==> config.mk <==
export PLATFORM = sky130hd
export DESIGN_NAME = sgr_ctrl
export DESIGN_NICKNAME = d
export VERILOG_FILES = /design/src/rtl/sgr_pkg.sv /design/src/rtl/sgr_ctrl.sv
export SDC_FILE = /design/constraint.sdc
export NUM_CORES = 1
export LEC_CHECK = 0
export BUFFER_PORTS_ARGS = -buffer_cell sky130_fd_sc_hd__buf_2
export CORE_AREA = 8 8 45 47
export DETAILED_ROUTE_END_ITERATION = 6
export DIE_AREA = 0 0 53 55
export GPL_TIMING_DRIVEN = 0
export PLACE_DENSITY = 0.59
export SETUP_SLACK_MARGIN = 0.02
export SLEW_MARGIN = 20
export SYNTH_ARGS = -nofsm -noshare
export SYNTH_HDL_FRONTEND = slang
export SYNTH_SLANG_ARGS = --single-unit
==> constraint.sdc <==
create_clock -name clk -period 1.3 [get_ports clk]
set_input_delay 0.13 -clock clk [delete_from_list [all_inputs] [get_ports clk]]
set_output_delay 0.13 -clock clk [all_outputs]
set_load 0.005 [all_outputs]
==> src/rtl/sgr_pkg.sv <==
// Shared types and constants for the sideways glyph rasterizer.
package sgr_pkg;

	localparam int ADDR_W  = 11;
	localparam int COORD_W = 9;
	localparam int SCALE_W = 4;
	localparam int CODE_W  = 8;
	localparam int GW_W    = 4;
	localparam int DATA_W  = 8;
	localparam int APB_AW  = 4;
	localparam int APB_DW  = 32;

	localparam logic [1:0] REG_GLYPH_WIDTH = 2'd0;
	localparam logic [1:0] REG_FIRST_CODE  = 2'd1;
	localparam logic [1:0] REG_LAST_CODE   = 2'd2;

	localparam logic [GW_W-1:0]   GLYPH_WIDTH_RST = 4'd5;
	localparam logic [CODE_W-1:0] FIRST_CODE_RST  = 8'd32;
	localparam logic [CODE_W-1:0] LAST_CODE_RST   = 8'd126;

	localparam logic ACT_DRAW = 1'b0;
	localparam logic ACT_LOAD = 1'b1;

	localparam logic [2:0] BIT_LAST = 3'd7;

	typedef struct packed {
		logic               action;
		logic [CODE_W-1:0]  char_code;
		logic [7:0]         origin_x;
		logic [7:0]         origin_y;
		logic [SCALE_W-1:0] scale;
		logic [ADDR_W-1:0]  load_address;
		logic [DATA_W-1:0]  load_data;
	} in_item_t;

	typedef struct packed {
		logic [COORD_W-1:0] square_x;
		logic [COORD_W-1:0] square_y;
		logic [SCALE_W-1:0] square_size;
		logic               last;
	} out_item_t;

	typedef struct packed {
		logic [GW_W-1:0]   glyph_width;
		logic [CODE_W-1:0] first_code;
		logic [CODE_W-1:0] last_code;
	} cfg_t;

	typedef enum logic [2:0] {
		ST_IDLE,
		ST_REDUCE,
		ST_LOAD,
		ST_READ,
		ST_SCAN,
		ST_FLUSH
	} sgr_state_t;

	typedef struct packed {
		logic capture;
		logic red_step;
		logic mem_write;
		logic mem_read;
		logic scan_adv;
		logic hold_load;
		logic hold_clear;
		logic out_load;
		logic out_last;
	} ctl_cmd_t;

	typedef struct packed {
		logic req_load;
		logic draw_ok;
		logic is_load;
		logic red_last;
		logic bit_set;
		logic bit_last;
		logic cols_more;
		logic hold_valid;
		logic out_free;
	} ctl_sts_t;

endpackage

==> src/rtl/sgr_ctrl.sv <==
// Controller state machine: sequences loads, address reduction and the glyph scan.
module sgr_ctrl (
	input  logic              clk,
	input  logic              arst_n,
	input  logic              req_valid,
	output logic              req_stall,
	input  sgr_pkg::ctl_sts_t sts,
	output sgr_pkg::ctl_cmd_t cmd
);

	sgr_pkg::sgr_state_t state_q;
	sgr_pkg::sgr_state_t state_nxt;
	logic                scan_go;

	// Hold the scan while a new square would overwrite a held one that cannot leave.
	assign scan_go = !(sts.bit_set && sts.hold_valid && !sts.out_free);

	always_ff @(posedge clk or negedge arst_n) begin
		if (!arst_n) begin
			state_q <= sgr_pkg::ST_IDLE;
		end else begin
			state_q <= state_nxt;
		end
	end

	always_comb begin
		state_nxt = state_q;
		case (state_q)
			sgr_pkg::ST_IDLE: begin
				if (req_valid && (sts.req_load || sts.draw_ok)) begin
					state_nxt = sgr_pkg::ST_REDUCE;
				end
			end
			sgr_pkg::ST_REDUCE: begin
				if (sts.red_last) begin
					state_nxt = sts.is_load ? sgr_pkg::ST_LOAD : sgr_pkg::ST_READ;
				end
			end
			sgr_pkg::ST_LOAD: state_nxt = sgr_pkg::ST_IDLE;
			sgr_pkg::ST_READ: state_nxt = sgr_pkg::ST_SCAN;
			sgr_pkg::ST_SCAN: begin
				if (scan_go && sts.bit_last) begin
					state_nxt = sts.cols_more ? sgr_pkg::ST_READ : sgr_pkg::ST_FLUSH;
				end
			end
			sgr_pkg::ST_FLUSH: begin
				if (!sts.hold_valid || sts.out_free) begin
					state_nxt = sgr_pkg::ST_IDLE;
				end
			end
			default: state_nxt = sgr_pkg::ST_IDLE;
		endcase
	end

	always_comb begin
		cmd       = '0;
		req_stall = 1'b1;
		case (state_q)
			sgr_pkg::ST_IDLE: begin
				req_stall   = 1'b0;
				cmd.capture = req_valid;
			end
			sgr_pkg::ST_REDUCE: cmd.red_step  = 1'b1;
			sgr_pkg::ST_LOAD:   cmd.mem_write = 1'b1;
			sgr_pkg::ST_READ:   cmd.mem_read  = 1'b1;
			sgr_pkg::ST_SCAN: begin
				cmd.scan_adv  = scan_go;
				cmd.hold_load = scan_go && sts.bit_set;
				cmd.out_load  = scan_go && sts.bit_set && sts.hold_valid;
			end
			sgr_pkg::ST_FLUSH: begin
				// Drain the held square as the final one of the character.
				cmd.out_load   = sts.hold_valid && sts.out_free;
				cmd.out_last   = 1'b1;
				cmd.hold_clear = sts.hold_valid && sts.out_free;
			end
			default: ;
		endcase
	end

endmodule

==> out/qor.txt <==
Startpoint Class: register
Detailed Place HPWL: 730 um
reg2reg setup slack: 80 ps
pre-CTS setup slack: 57.38 ps
CTS Buf Count: 3
most frequent cells in the layout: 21 x buf_2, 6 x nor2_1, 5 x nand2_1, 5 x buf_4
global router's overall resource usage: 8.320%
post-synthesis net count: 50
Final Skew: 0.5398 ps
proportion of layout cells with a drive suffix above 1: 52.86%
post-synthesis sequential area ratio: 26.79%
remaining antenna violation count: 0
die width: 53 um
Worst-Skew Late Latency: 230 ps
critical path cell sequence: buf_6, nor2_4, and4b_1, buf_2
clock sinks: 3
Top-Level Pins: 22
Critical Path Sink Type: output pin
ANT cells: 0
CTS tree: built
Final Setup Violations: 0
RSZ-0062 raised after global routing: yes
CTS max path bufs: 2
Layout area overhead: 83.48%
final worst setup slack: 26.91 ps
Worst-Margin Slew: 230.7 ps
gr ovfl total: 0
Post-synth EDFFs: 0
Critical Path Slowest Stage Cell: dfrtp_1
root buf cell: clkbuf_4
Crit Path Max Fanout: 5
top-area cell type share of the netlist area: 26.79%
largest register by flop count: state_q
min Tclk post-route: 1273 ps
H-tree depth: 1
total number of vias: 391
Synth Cell Area: 280.3 um^2
Worst Path Required: 1170 ps
post-synthesis cell count: 38
row count: 14
Synth async-reset ratio: 100.0%
WP data arrival: 1140 ps
Max Slew Vio Count: 0
register area: 76.32 um^2
final hold violations: 0
Regs by FF count: state_q x3
synth unique cells: 20
final wirelength: 982 um
Iter 0 DRT Violations: 2
first-pass GRT wire length: 1.690 mm
Final Wtd Congestion: 0.7549
max_slew headroom: 84.57%
ranking of synthesized cells by area: dfrtp_1 27%, nor2_1 9.4%, and3_1 6.7%
vias in the first global route: 376
core area: 1384 um^2
PwrDens: 1829 nW/um^2
max incr delay on CP: 360 ps
Setup TNS Final: 0 ps
Syn Area/Cell: 7.376 um^2
Ys Warns: 0
Max-Cap Viols: 0
Worst-path clk slew: 40 ps
maximum vdd drop: 0.5221 mV
die footprint: 2915 um^2
CP top delay family: flip-flops
WL per Instance: 11.42 um
cell taking the most area after synthesis: dfrtp_1
initial antenna violation count: 0
die height: 55 um
Finished Layout Cells: 86
main flop type after synthesis: dfrtp_1
Vias/cell: 4.547
period utilization: 97.93%
buffers plus inverters on the worst setup path: 2
Fmax: 785.5 MHz
total power draw: 0.9404 mW
Initial Util: 20.25%
DR DRC count: 0
Pleak: 0.2750 nW
NumNets Final: 83
outcome: finished clean
commonest non-fill, non-tap cell in the layout: buf_2
flops & latches, synth: 3
largest net degree at the start of global routing: 11
placed cell count: 75
crit path kind: reg -> out
multi-input logic area: 192.7 um^2
number of flip-flops in the largest register: 3
DRT Pass-1 Iters: 2
# fillers: 153
Worst Hold Class: in -> reg
number of port buffers: 21
worst paths after layout:
check | start | to | cells past startpoint
worst max-delay path | state_q[0] | cmd[3] | 4
worst min-delay path | sts[6] | state_q[0] | 3
worst max register to register | state_q[0] | state_q[0] | 6
worst min register to register | state_q[1] | state_q[1] | 2
max in group asynchronous | arst_n | state_q[1] | 2
min in group asynchronous | arst_n | state_q[2] | 2
cell usage after synthesis, drive strengths merged (2+ instances only):
cell type / number
o21a: 2
nand3: 2
nor3: 2
nor2: 8
dfrtp: 3
o21ai: 2
nand2: 5
nand2b: 2
and3: 3
buf: 2
a31oi: 2
final cells by class:
cell class / instances / share of cell area (%)
Inverter: 1 / 0.7299
Buffer: 2 / 4.380
Clock buffer: 4 / 5.109
Tap cell: 16 / 3.893
Sequential cell: 3 / 14.84
Timing Repair Buffer: 28 / 33.58
Multi-Input combinational cell: 32 / 37.47
stage by stage:
stage	cell area [um^2]	hold slack [ps]	util [%]
floorplan	280.3	-165.6	-
global placement	405.4	-71.79	29.29
detailed placement	405.4	-72.01	29.29
CTS	496.7	183.6	35.90
global route	514.2	181.8	37.16
finish	514.2	191.6	37.16
cells by family (layout without fill, tap and decap cells):
logic type      after synthesis  count (layout)  synth area share (%)
flops                         3               3                 26.79
compound gates                8               8                 23.66
simple gates                 24              24                 42.42
buf+inv                       3              35                 7.140
routing by layer:
metal	share of wire (%)	up-vias	routed length, um	track usage [%]
li1	-	200	-	-
met1	45	173	445	9.160
met2	44	16	435	11.33
met3	8.6	2	84	3.476
met4	1.6	0	16	9.052
met5	0	-	0	0
repair_timing:
action | in CTS | in global routing
hold buffers | 1 | 0
hold endpoints to repair | 3 | 0
setup buffers | 4 | 2
endpoints found under the setup margin | 5 | 10
resized for setup | 4 | 1
pin swaps | 2 | 1
cloned | 0 | 0
worst min-delay path, cell delays in order:
cell and delay, ps:
buf_2 80, o21a_1 100, o32ai_1 70
power breakdown:
group | total [mW] | internal (mW) | switching (mW)
clock | 0.167 | 0.115 | 0.0514
combinational | 0.616 | 0.340 | 0.275
sequential | 0.158 | 0.129 | 0.0288
Power figures use the tool's default switching activity.
