[config.mk]
export PLATFORM = sky130hd
export DESIGN_NAME = sgr_regs
export DESIGN_NICKNAME = d
export VERILOG_FILES = /design/src/rtl/sgr_pkg.sv /design/src/rtl/sgr_regs.sv
export SDC_FILE = /design/constraint.sdc
export NUM_CORES = 1
export LEC_CHECK = 0
export ABC_CLOCK_PERIOD_IN_PS = 3000
export BUFFER_PORTS_ARGS = -buffer_cell sky130_fd_sc_hd__buf_2
export CORE_AREA = 2 2 74 76
export CTS_BUF_LIST = sky130_fd_sc_hd__clkbuf_2
export DETAILED_ROUTE_END_ITERATION = 8
export DIE_AREA = 0 0 76 78
export GPL_ROUTABILITY_DRIVEN = 0
export PLACE_DENSITY = 0.62
export SKIP_LAST_GASP = 1
export SLEW_MARGIN = 20
export SYNTH_ARGS = -nofsm -noshare
export SYNTH_HDL_FRONTEND = slang
export SYNTH_SLANG_ARGS = --single-unit
[constraint.sdc]
create_clock -name clk -period 3 [get_ports clk]
set_input_delay 0.6 -clock clk [delete_from_list [all_inputs] [get_ports clk]]
set_output_delay 0.6 -clock clk [all_outputs]
set_load 0.05 [all_outputs]
[src/rtl/sgr_pkg.sv]
// Shared types and constants for the sideways glyph rasterizer.
package sgr_pkg;

	localparam int ADDR_W  = 11;
	localparam int COORD_W = 9;
	localparam int SCALE_W = 4;
	localparam int CODE_W  = 8;
	localparam int GW_W    = 4;
	localparam int DATA_W  = 8;
	localparam int APB_AW  = 4;
	localparam int APB_DW  = 32;

	localparam logic [1:0] REG_GLYPH_WIDTH = 2'd0;
	localparam logic [1:0] REG_FIRST_CODE  = 2'd1;
	localparam logic [1:0] REG_LAST_CODE   = 2'd2;

	localparam logic [GW_W-1:0]   GLYPH_WIDTH_RST = 4'd5;
	localparam logic [CODE_W-1:0] FIRST_CODE_RST  = 8'd32;
	localparam logic [CODE_W-1:0] LAST_CODE_RST   = 8'd126;

	localparam logic ACT_DRAW = 1'b0;
	localparam logic ACT_LOAD = 1'b1;

	localparam logic [2:0] BIT_LAST = 3'd7;

	typedef struct packed {
		logic               action;
		logic [CODE_W-1:0]  char_code;
		logic [7:0]         origin_x;
		logic [7:0]         origin_y;
		logic [SCALE_W-1:0] scale;
		logic [ADDR_W-1:0]  load_address;
		logic [DATA_W-1:0]  load_data;
	} in_item_t;

	typedef struct packed {
		logic [COORD_W-1:0] square_x;
		logic [COORD_W-1:0] square_y;
		logic [SCALE_W-1:0] square_size;
		logic               last;
	} out_item_t;

	typedef struct packed {
		logic [GW_W-1:0]   glyph_width;
		logic [CODE_W-1:0] first_code;
		logic [CODE_W-1:0] last_code;
	} cfg_t;

	typedef enum logic [2:0] {
		ST_IDLE,
		ST_REDUCE,
		ST_LOAD,
		ST_READ,
		ST_SCAN,
		ST_FLUSH
	} sgr_state_t;

	typedef struct packed {
		logic capture;
		logic red_step;
		logic mem_write;
		logic mem_read;
		logic scan_adv;
		logic hold_load;
		logic hold_clear;
		logic out_load;
		logic out_last;
	} ctl_cmd_t;

	typedef struct packed {
		logic req_load;
		logic draw_ok;
		logic is_load;
		logic red_last;
		logic bit_set;
		logic bit_last;
		logic cols_more;
		logic hold_valid;
		logic out_free;
	} ctl_sts_t;

endpackage

[src/rtl/sgr_regs.sv]
// APB configuration registers: glyph width and code range.
module sgr_regs (
	input  logic                       clk,
	input  logic                       arst_n,
	input  logic                       psel,
	input  logic                       penable,
	input  logic                       pwrite,
	input  logic [sgr_pkg::APB_AW-1:0] paddr,
	input  logic [sgr_pkg::APB_DW-1:0] pwdata,
	output logic [sgr_pkg::APB_DW-1:0] prdata,
	output logic                       pready,
	output sgr_pkg::cfg_t              cfg
);

	sgr_pkg::cfg_t cfg_q;
	logic [1:0]    reg_idx;

	assign reg_idx = paddr[3:2];
	assign pready  = 1'b1;
	assign cfg     = cfg_q;

	always_ff @(posedge clk or negedge arst_n) begin
		if (!arst_n) begin
			cfg_q.glyph_width <= sgr_pkg::GLYPH_WIDTH_RST;
			cfg_q.first_code  <= sgr_pkg::FIRST_CODE_RST;
			cfg_q.last_code   <= sgr_pkg::LAST_CODE_RST;
		end else if (psel && penable && pwrite) begin
			case (reg_idx)
				sgr_pkg::REG_GLYPH_WIDTH: cfg_q.glyph_width <= pwdata[sgr_pkg::GW_W-1:0];
				sgr_pkg::REG_FIRST_CODE:  cfg_q.first_code  <= pwdata[sgr_pkg::CODE_W-1:0];
				sgr_pkg::REG_LAST_CODE:   cfg_q.last_code   <= pwdata[sgr_pkg::CODE_W-1:0];
				default: ;
			endcase
		end
	end

	always_comb begin
		prdata = '0;
		case (reg_idx)
			sgr_pkg::REG_GLYPH_WIDTH: prdata = sgr_pkg::APB_DW'(cfg_q.glyph_width);
			sgr_pkg::REG_FIRST_CODE:  prdata = sgr_pkg::APB_DW'(cfg_q.first_code);
			sgr_pkg::REG_LAST_CODE:   prdata = sgr_pkg::APB_DW'(cfg_q.last_code);
			default:                  prdata = '0;
		endcase
	end

endmodule

==> impl_metrics.ini, run 1 <==
[critical_path]
r2r-end = cfg[0]$_DFFE_PN0P_
cp-start-kind = primary input
crit_arrival_ns = 1.75
cp.required_ns = 2.40
crit_type = primary input to output port
crit_chain = buf_2 -> nor2b_1 -> buf_4 -> a22o_1 -> buf_2
rrSetupSlack_ns = 2.21
r2r_start = cfg[0]$_DFFE_PN0P_
critPathCaptureType = output port
cp_max_fo = 9
crit_path_frequent_cell = buf_2
critPathSlowestCell = nor2b_1
critPathMaxStageDelay_ns = 0.35
reg2reg_depth = 1

[power]
ir_drop_v = 0.000370
total_power_mw = 1.09
leakagePower_nw = 0.701
p_per_area_mw_per_mm2 = 806

[placed_design]
port_buffers = 42
dp.cells = 200
preCtsSetupSlack_ns = 0.619
dp_hpwl_mm = 1.83

[synthesis]
synth_cells = 92
synth_seq_area_share = 0.444
ys_seq_elements = 20
yosys_warnings = 0
synth_cell_types = 17
syn-cell-area_mm2 = 0.00115
syn-mean-instance-area_um2 = 12.5

[clock_network]
clock-root-buffer = clkbuf_2
hold_buffers = 0
clockBufferDepth = 2
post_cts_resized = 0
cts.htree.levels = 1
clock_sinks = 20
cts-buffers-inserted = 3
clk_pin_slew_ns = 0.19
cts_setup_buffers = 0
tritoncts = yes
clkLatencyLatePin_ns = 0.31

[min_path]
hold_class = primary input to async pin

[layout]
final_cell_mix = buf_2, conb_1, mux2_2
largest_register_ffs = 20
layout.cells.non_filler = 204
layout-area-overhead-vs-synth_pct = 17.1
antennaDiodeCount = 0
finalNetCount = 176
drive_gt1_frac = 0.582
layout_commonest_cell = buf_2

[global_route]
grt_pass1_vias = 708
grt_overflow = 0
grt_start_max_net_pins = 21
antenna_found_initial = 0
gr-usage-all-layers = 0.0793
grt_first_pass_wirelength_mm = 3.73

[sta]
holdWs_ns = 0.199
finalSetupTns_ns = 0
layout_min_cycle_time_ns = 2.35
finalSetupViolCount = 0
slew_viol_final = 0
rsz0062_at_grt = no
clock-skew-final_ns = 0
max_slew.worst_pin.slew_ns = 0.699
slew_headroom = 0.531
post-route-period-util = 0.783
final_hold_viol_count = 0
fin_ws_ns = 0.650
clock.fmax_ghz = 0.426

[detailed_routing]
vias = 747
dr.pass1.iters = 4
via_per_inst = 3.66
avgRoutedWirePerCell_um = 11.7
drtIter0Drc = 7
drc = 0
antenna_left = 0
routed_wl_mm = 2.39

[floorplanning]
io_pins = 94
rows = 26
initial_core_util = 0.229
coreArea_mm2 = 0.00504
die_area_mm2 = 0.00593
die_w_um = 76
die_h_um = 78

[run_status]
status = completed

[run]
drv_cap = 0
-- synthesized netlist by cell type --
library cell	count	area, um^2
a22o_1	4	35.0
buf_4	25	188
buf_6	2	22.5
clkbuf_1	1	3.75
conb_1	2	7.51
dfrtp_1	11	275
dfstp_2	9	236
mux2_2	12	135
mux2_4	8	120
mux2i_1	4	40.0
nand2_1	4	15.0
nand3_2	1	10.0
nor2b_1	2	12.5
nor3_1	1	5.00
nor3b_4	1	18.8
o21ai_0	4	20.0
or3b_1	1	8.76
-- through the flow --
step                 util  cell area, um^2
floorplan               -             1240
global placement    0.264             1330
detailed placement  0.264             1330
CTS                 0.268             1350
global route        0.268             1350
finish              0.268             1350
-- critical path, delay by kind of cell --
kind,cells,cell delay (ns)
AND/OR/NAND/NOR,1,0.35
AO/OA/AOI/OAI,1,0.15
buffers and inverters,3,0.65
-- cell type report --
class	instances	area, um^2
Fill cell	545	3690
Sequential cell	20	512
Multi-Input combinational cell	67	514
Tap cell	70	87.6
Timing Repair Buffer	43	218
Clock buffer	4	20.0
-- power breakdown --
group / total, mW / leakage (nW) / internal, mW / switching, mW
combinational: 0.573 / 0.455 / 0.138 / 0.434
sequential: 0.401 / 0.229 / 0.353 / 0.0477
clock: 0.115 / 0.0166 / 0.0353 / 0.0799
total: 1.09 / 0.701 / 0.527 / 0.562
-- worst max path at each step --
stage             start   endpoint  slack, ns  cells past startpoint
3_3_place_gp   paddr[3]  prdata[2]       0.63                      6
6_report       paddr[3]  prdata[5]       0.65                      5
3_5_place_dp   paddr[3]  prdata[5]       0.62                      5
4_1_cts        paddr[3]  prdata[5]       0.62                      5
5_1_grt        paddr[3]  prdata[2]       0.57                      6
2_1_floorplan  paddr[2]  prdata[0]       0.45                      3
-- per-layer routing --
metal / wire length (um) / track usage / share of wire / vias to the layer above
li1: - / - / - / 346
met1: 1100 / 0.105 / 0.46 / 364
met2: 1150 / 0.132 / 0.48 / 37
met3: 131 / 0.0151 / 0.055 / 0
met4: 0 / 0.0218 / 0 / 0
met5: 0 / 0 / 0 / -
-- cell families after synthesis --
| kind of cell | after synthesis | synth area share |
|---|---|---|
| buf+inv | 28 | 0.185 |
| flops | 20 | 0.444 |
| mux | 24 | 0.256 |
| compound gates | 8 | 0.0477 |
| other cells | 2 | 0.00651 |
| simple gates | 10 | 0.0607 |
(Power assumes the default switching activity.)
==> inputs of run 2 (changes only) <==
--- a/config.mk
+++ b/config.mk
@@ -5,7 +5,7 @@
 export SDC_FILE = /design/constraint.sdc
 export NUM_CORES = 1
 export LEC_CHECK = 0
-export ABC_CLOCK_PERIOD_IN_PS = 3000
+export ABC_CLOCK_PERIOD_IN_PS = 2300
 export BUFFER_PORTS_ARGS = -buffer_cell sky130_fd_sc_hd__buf_2
 export CORE_AREA = 2 2 74 76
 export CTS_BUF_LIST = sky130_fd_sc_hd__clkbuf_2
==> constraint.sdc (replaced) <==
create_clock -name clk -period 2.3 [get_ports clk]
set_input_delay 0.46 -clock clk [delete_from_list [all_inputs] [get_ports clk]]
set_output_delay 0.46 -clock clk [all_outputs]
set_load 0.05 [all_outputs]
==> run 2 against run 1 <==
Against the previous run: clock-buffer cell count decreased by 1; critical path depth rose by 1; first-iteration DRC count grew 14%; highest routed layer unchanged; critical endpoint is now prdata[1]; combinational power up 31%; largest cell class unchanged; worst setup slack lost 0.20 ns; clock power grew 27%; non-clock buffer count increased by 3; flip-flop and latch count unchanged.
==> impl_metrics.ini, run 2 (synthesis gave the netlist of run 1 again) <==
[global_route]
gr-usage-all-layers = 0.0813
grt_use_met3 = 0.0105
grt_use_met1 = 0.0982
grt_first_pass_wirelength_mm = 3.80
grt_pass1_vias = 746
grt_use_met2 = 0.149
antenna_found_initial = 0
grt_overflow = 0
grt-busiest-layer = met2
grt_start_max_net_pins = 21

[clock_network]
tritoncts = yes
cts_setup_buffers = 0
cts.htree.levels = 1
clock-root-buffer = clkbuf_2
clkLatencyLatePin_ns = 0.30
post_cts_resized = 0
cts-buffers-inserted = 3
clock_sinks = 20
clk_pin_slew_ns = 0.19
hold_buffers = 0
clockBufferDepth = 2

[sta]
slew_viol_final = 0
clock.fmax_ghz = 0.542
finalSetupTns_ns = 0
holdWs_ns = 0.0544
max_slew.worst_pin.slew_ns = 0.571
finalSetupViolCount = 0
final_hold_viol_count = 0
rsz0062_at_grt = no
layout_min_cycle_time_ns = 1.84
slew_headroom = 0.619
post-route-period-util = 0.802
clock-skew-final_ns = 0
fin_ws_ns = 0.455

[placed_design]
port_buffers = 42
dp_hpwl_mm = 1.84
preCtsSetupSlack_ns = 0.427
dp.cells = 203

[run_status]
status = completed

[run]
drv_cap = 0

[power]
ir_drop_v = 0.000426
p_per_area_mw_per_mm2 = 1030
leakagePower_nw = 0.714

[critical_path]
rrSetupSlack_ns = 1.50
cp-start-kind = primary input
crit_type = primary input to output port
cp_max_fo = 9
reg2reg_depth = 1
cp.required_ns = 1.84
critPathCaptureType = output port
crit_arrival_ns = 1.38
r2r_start = cfg[10]$_DFFE_PN0P_
r2r-end = cfg[10]$_DFFE_PN0P_

[detailed_routing]
antenna_left = 0
routed_wl_mm = 2.37
drc = 0
via_per_inst = 3.68
drtIter0Drc = 8
avgRoutedWirePerCell_um = 11.4
dr.pass1.iters = 3
vias = 762

[layout]
drive_gt1_frac = 0.584
final_cell_mix = buf_2, conb_1, mux2_2
antennaDiodeCount = 0
largest_register_ffs = 20
layout-area-overhead-vs-synth_pct = 19.0
layout_commonest_cell = buf_2
finalNetCount = 179
layout.cells.non_filler = 207

[floorplanning]
initial_core_util = 0.229
die_area_mm2 = 0.00593
io_pins = 94
coreArea_mm2 = 0.00504
rows = 26
die_h_um = 78
die_w_um = 76

[min_path]
hold_class = primary input to async pin
run 2: through the flow:
stage          instance area, um^2  total power [mW]   util
2_1_floorplan                 1240              1.17      -
3_3_place_gp                  1350              1.28  0.268
3_5_place_dp                  1350              1.29  0.268
4_1_cts                       1370              1.44  0.272
5_1_grt                       1370              1.50  0.272
6_report                      1370              1.42  0.272
run 2: final cells by class:
type | instances | area, um^2
Clock buffer | 3 | 15.0
Sequential cell | 20 | 512
Clock inverter | 1 | 3.75
Fill cell | 554 | 3670
Tap cell | 70 | 87.6
Multi-Input combinational cell | 67 | 514
Timing Repair Buffer | 46 | 240
run 2: per-layer routing:
layer  up-vias  wire length [um]
met2        36              1240
met1       366               997
li1        360                 -
met3         0               131
met4         0                 0
met5         -                 0
run 2: how the worst max path moves through the flow:
stage,from,cells past startpoint,endpoint
2_1_floorplan,cfg[16]$_DFFE_PN1P_,2,prdata[0]
3_3_place_gp,paddr[3],6,prdata[2]
3_5_place_dp,paddr[2],3,cfg[10]$_DFFE_PN0P_
4_1_cts,paddr[3],6,prdata[2]
5_1_grt,paddr[3],6,prdata[2]
6_report,paddr[3],6,prdata[1]
run 2: power by group:
group | internal (mW) | switching [mW]
logic | 0.184 | 0.569
registers | 0.460 | 0.0605
clock network | 0.0378 | 0.108
run 2: worst max-delay path, cell delays in order:
cell	delay [ns]
buf_2	0.17
nor2b_1	0.19
buf_4	0.15
nand2_1	0.05
o21ai_1	0.08
buf_2	0.28
==> inputs of run 3 (changes only) <==
--- a/config.mk
+++ b/config.mk
@@ -5,7 +5,7 @@
 export SDC_FILE = /design/constraint.sdc
 export NUM_CORES = 1
 export LEC_CHECK = 0
-export ABC_CLOCK_PERIOD_IN_PS = 2300
+export ABC_CLOCK_PERIOD_IN_PS = 1850
 export BUFFER_PORTS_ARGS = -buffer_cell sky130_fd_sc_hd__buf_2
 export CORE_AREA = 2 2 74 76
 export CTS_BUF_LIST = sky130_fd_sc_hd__clkbuf_2
==> constraint.sdc (replaced) <==
create_clock -name clk -period 1.85 [get_ports clk]
set_input_delay 0.37 -clock clk [delete_from_list [all_inputs] [get_ports clk]]
set_output_delay 0.37 -clock clk [all_outputs]
set_load 0.05 [all_outputs]
==> run 3 against run 2 <==
Against the previous run: combinational power increased by 26%; worst hold slack improved by 0.23 ns; die area unchanged; worst setup slack got worse by 0.33 ns; clock-buffer cell count unchanged; sequential power increased by 25%; cell area increased by 3.5%; cell count increased by 1.9%; largest power group unchanged; global-route usage increased by 0.15 points.
==> impl_metrics.ini, run 3 (synthesis gave the netlist of run 1 again) <==
[run_status]
status = completed

[critical_path]
worstSetupPathDepth = 3
cp_max_fo = 3
worst-path-buf-inv = 1
critPathCaptureType = output port
crit_type = register to output port
cp.required_ns = 1.48
rrSetupSlack_ns = 1.06
crit_path_start = cfg[18]$_DFFE_PN1P_
reg2reg_depth = 1
cp-endpoint = prdata[2]
r2r_start = cfg[0]$_DFFE_PN0P_
crit_arrival_ns = 1.36
crit_family = flip-flops
critPathMaxStageDelay_ns = 0.58
crit_chain = mux2i_1 -> o21ai_2 -> buf_2
critPathSlowestCell = dfstp_2
r2r-end = cfg[0]$_DFFE_PN0P_
cp-start-kind = register

[detailed_routing]
antenna_left = 0
dr.pass1.iters = 4
drc = 0
avgRoutedWirePerCell_um = 11.8
via_per_inst = 3.66
routed_wl_mm = 2.48
drtIter0Drc = 9
vias = 772

[layout]
antennaDiodeCount = 0
final_cell_mix = buf_2, conb_1, mux2_2
seqCellArea_um2 = 512
fillers = 534
multi_input_area_um2 = 529
stdcell_area_mm2 = 0.00142
layout_commonest_cell = buf_2
final_core_util = 0.282
layout-area-overhead-vs-synth_pct = 23.1
finalNetCount = 183
drive_gt1_frac = 0.617
largest_register_ffs = 20

[floorplanning]
die_h_um = 78
rows = 26
die_w_um = 76
coreArea_mm2 = 0.00504
initial_core_util = 0.229
io_pins = 94
die_area_mm2 = 0.00593

[clock_network]
tritoncts = yes
clockBufferDepth = 2
post_cts_resized = 0
cts-buffers-inserted = 3
cts.htree.levels = 1
clock_sinks = 20
clock-root-buffer = clkbuf_2
cts_setup_buffers = 0
clkLatencyLatePin_ns = 0.31
hold_buffers = 1
clk_pin_slew_ns = 0.19

[global_route]
grt_first_pass_wirelength_mm = 3.93
antenna_found_initial = 0
grt_overflow = 0
grt_start_max_net_pins = 21
grt_pass1_vias = 795
gr-usage-all-layers = 0.0828

[power]
p_per_area_mw_per_mm2 = 1260
leakagePower_nw = 0.739
ir_drop_v = 0.000497
total_power_mw = 1.78

[sta]
post-route-period-util = 0.934
layout_min_cycle_time_ns = 1.73
rsz0062_at_grt = no
final_hold_viol_count = 0
finalSetupTns_ns = 0
clock.fmax_ghz = 0.579
clock-skew-final_ns = 0
finalSetupViolCount = 0
slew_viol_final = 0

[run]
drv_cap = 0

[placed_design]
port_buffers = 42
place_area_mm2 = 0.00139
dp_hpwl_mm = 1.90

[min_path]
hold_class = primary input to register
run 3: routing by layer:
metal	vias to the layer above	part of all wire	track usage
met2	37	0.51	0.149
met4	0	0	0.0164
met5	-	0	0
met3	0	0.050	0.0105
met1	371	0.44	0.107
li1	364	-	-
run 3: how the worst min path moves through the flow:
| stage | from | end | slack, ns | cells past startpoint |
|---|---|---|---|---|
| after CTS | pwdata[7] | cfg[15]$_DFFE_PN0P_ | 0.25 | 2 |
| after global placement | arst_n | cfg[17]$_DFFE_PN0P_ | 0.35 | 1 |
| after global routing | pwdata[7] | cfg[15]$_DFFE_PN0P_ | 0.25 | 2 |
| after detailed placement | arst_n | cfg[9]$_DFFE_PN0P_ | 0.36 | 1 |
| final | pwdata[7] | cfg[15]$_DFFE_PN0P_ | 0.28 | 2 |
| after floorplan | arst_n | cfg[0]$_DFFE_PN0P_ | 0.07 | 0 |
run 3: area by class of cell:
class | instances | area share
multi-input cells | 67 | 0.373
flip-flops and latches | 20 | 0.360
repair buffers | 50 | 0.192
well taps | 70 | 0.0617
clock buffers | 3 | 0.0106
clock inverters | 1 | 0.00264
run 3: stage by stage:
step / hold slack (ns) / setup slack, ns / cells
4_1_cts: 0.253 / 0.0878 / 211
5_1_grt: 0.252 / 0.0209 / 211
3_5_place_dp: 0.358 / 0.123 / 206
2_1_floorplan: 0.0744 / 0.185 / 115
3_3_place_gp: 0.351 / 0.128 / 206
6_report: 0.283 / 0.122 / 211
run 3: power breakdown:
| part | internal, mW | switching, mW |
|---|---|---|
| sequential | 0.572 | 0.0766 |
| combinational | 0.236 | 0.716 |
| clock | 0.0470 | 0.136 |
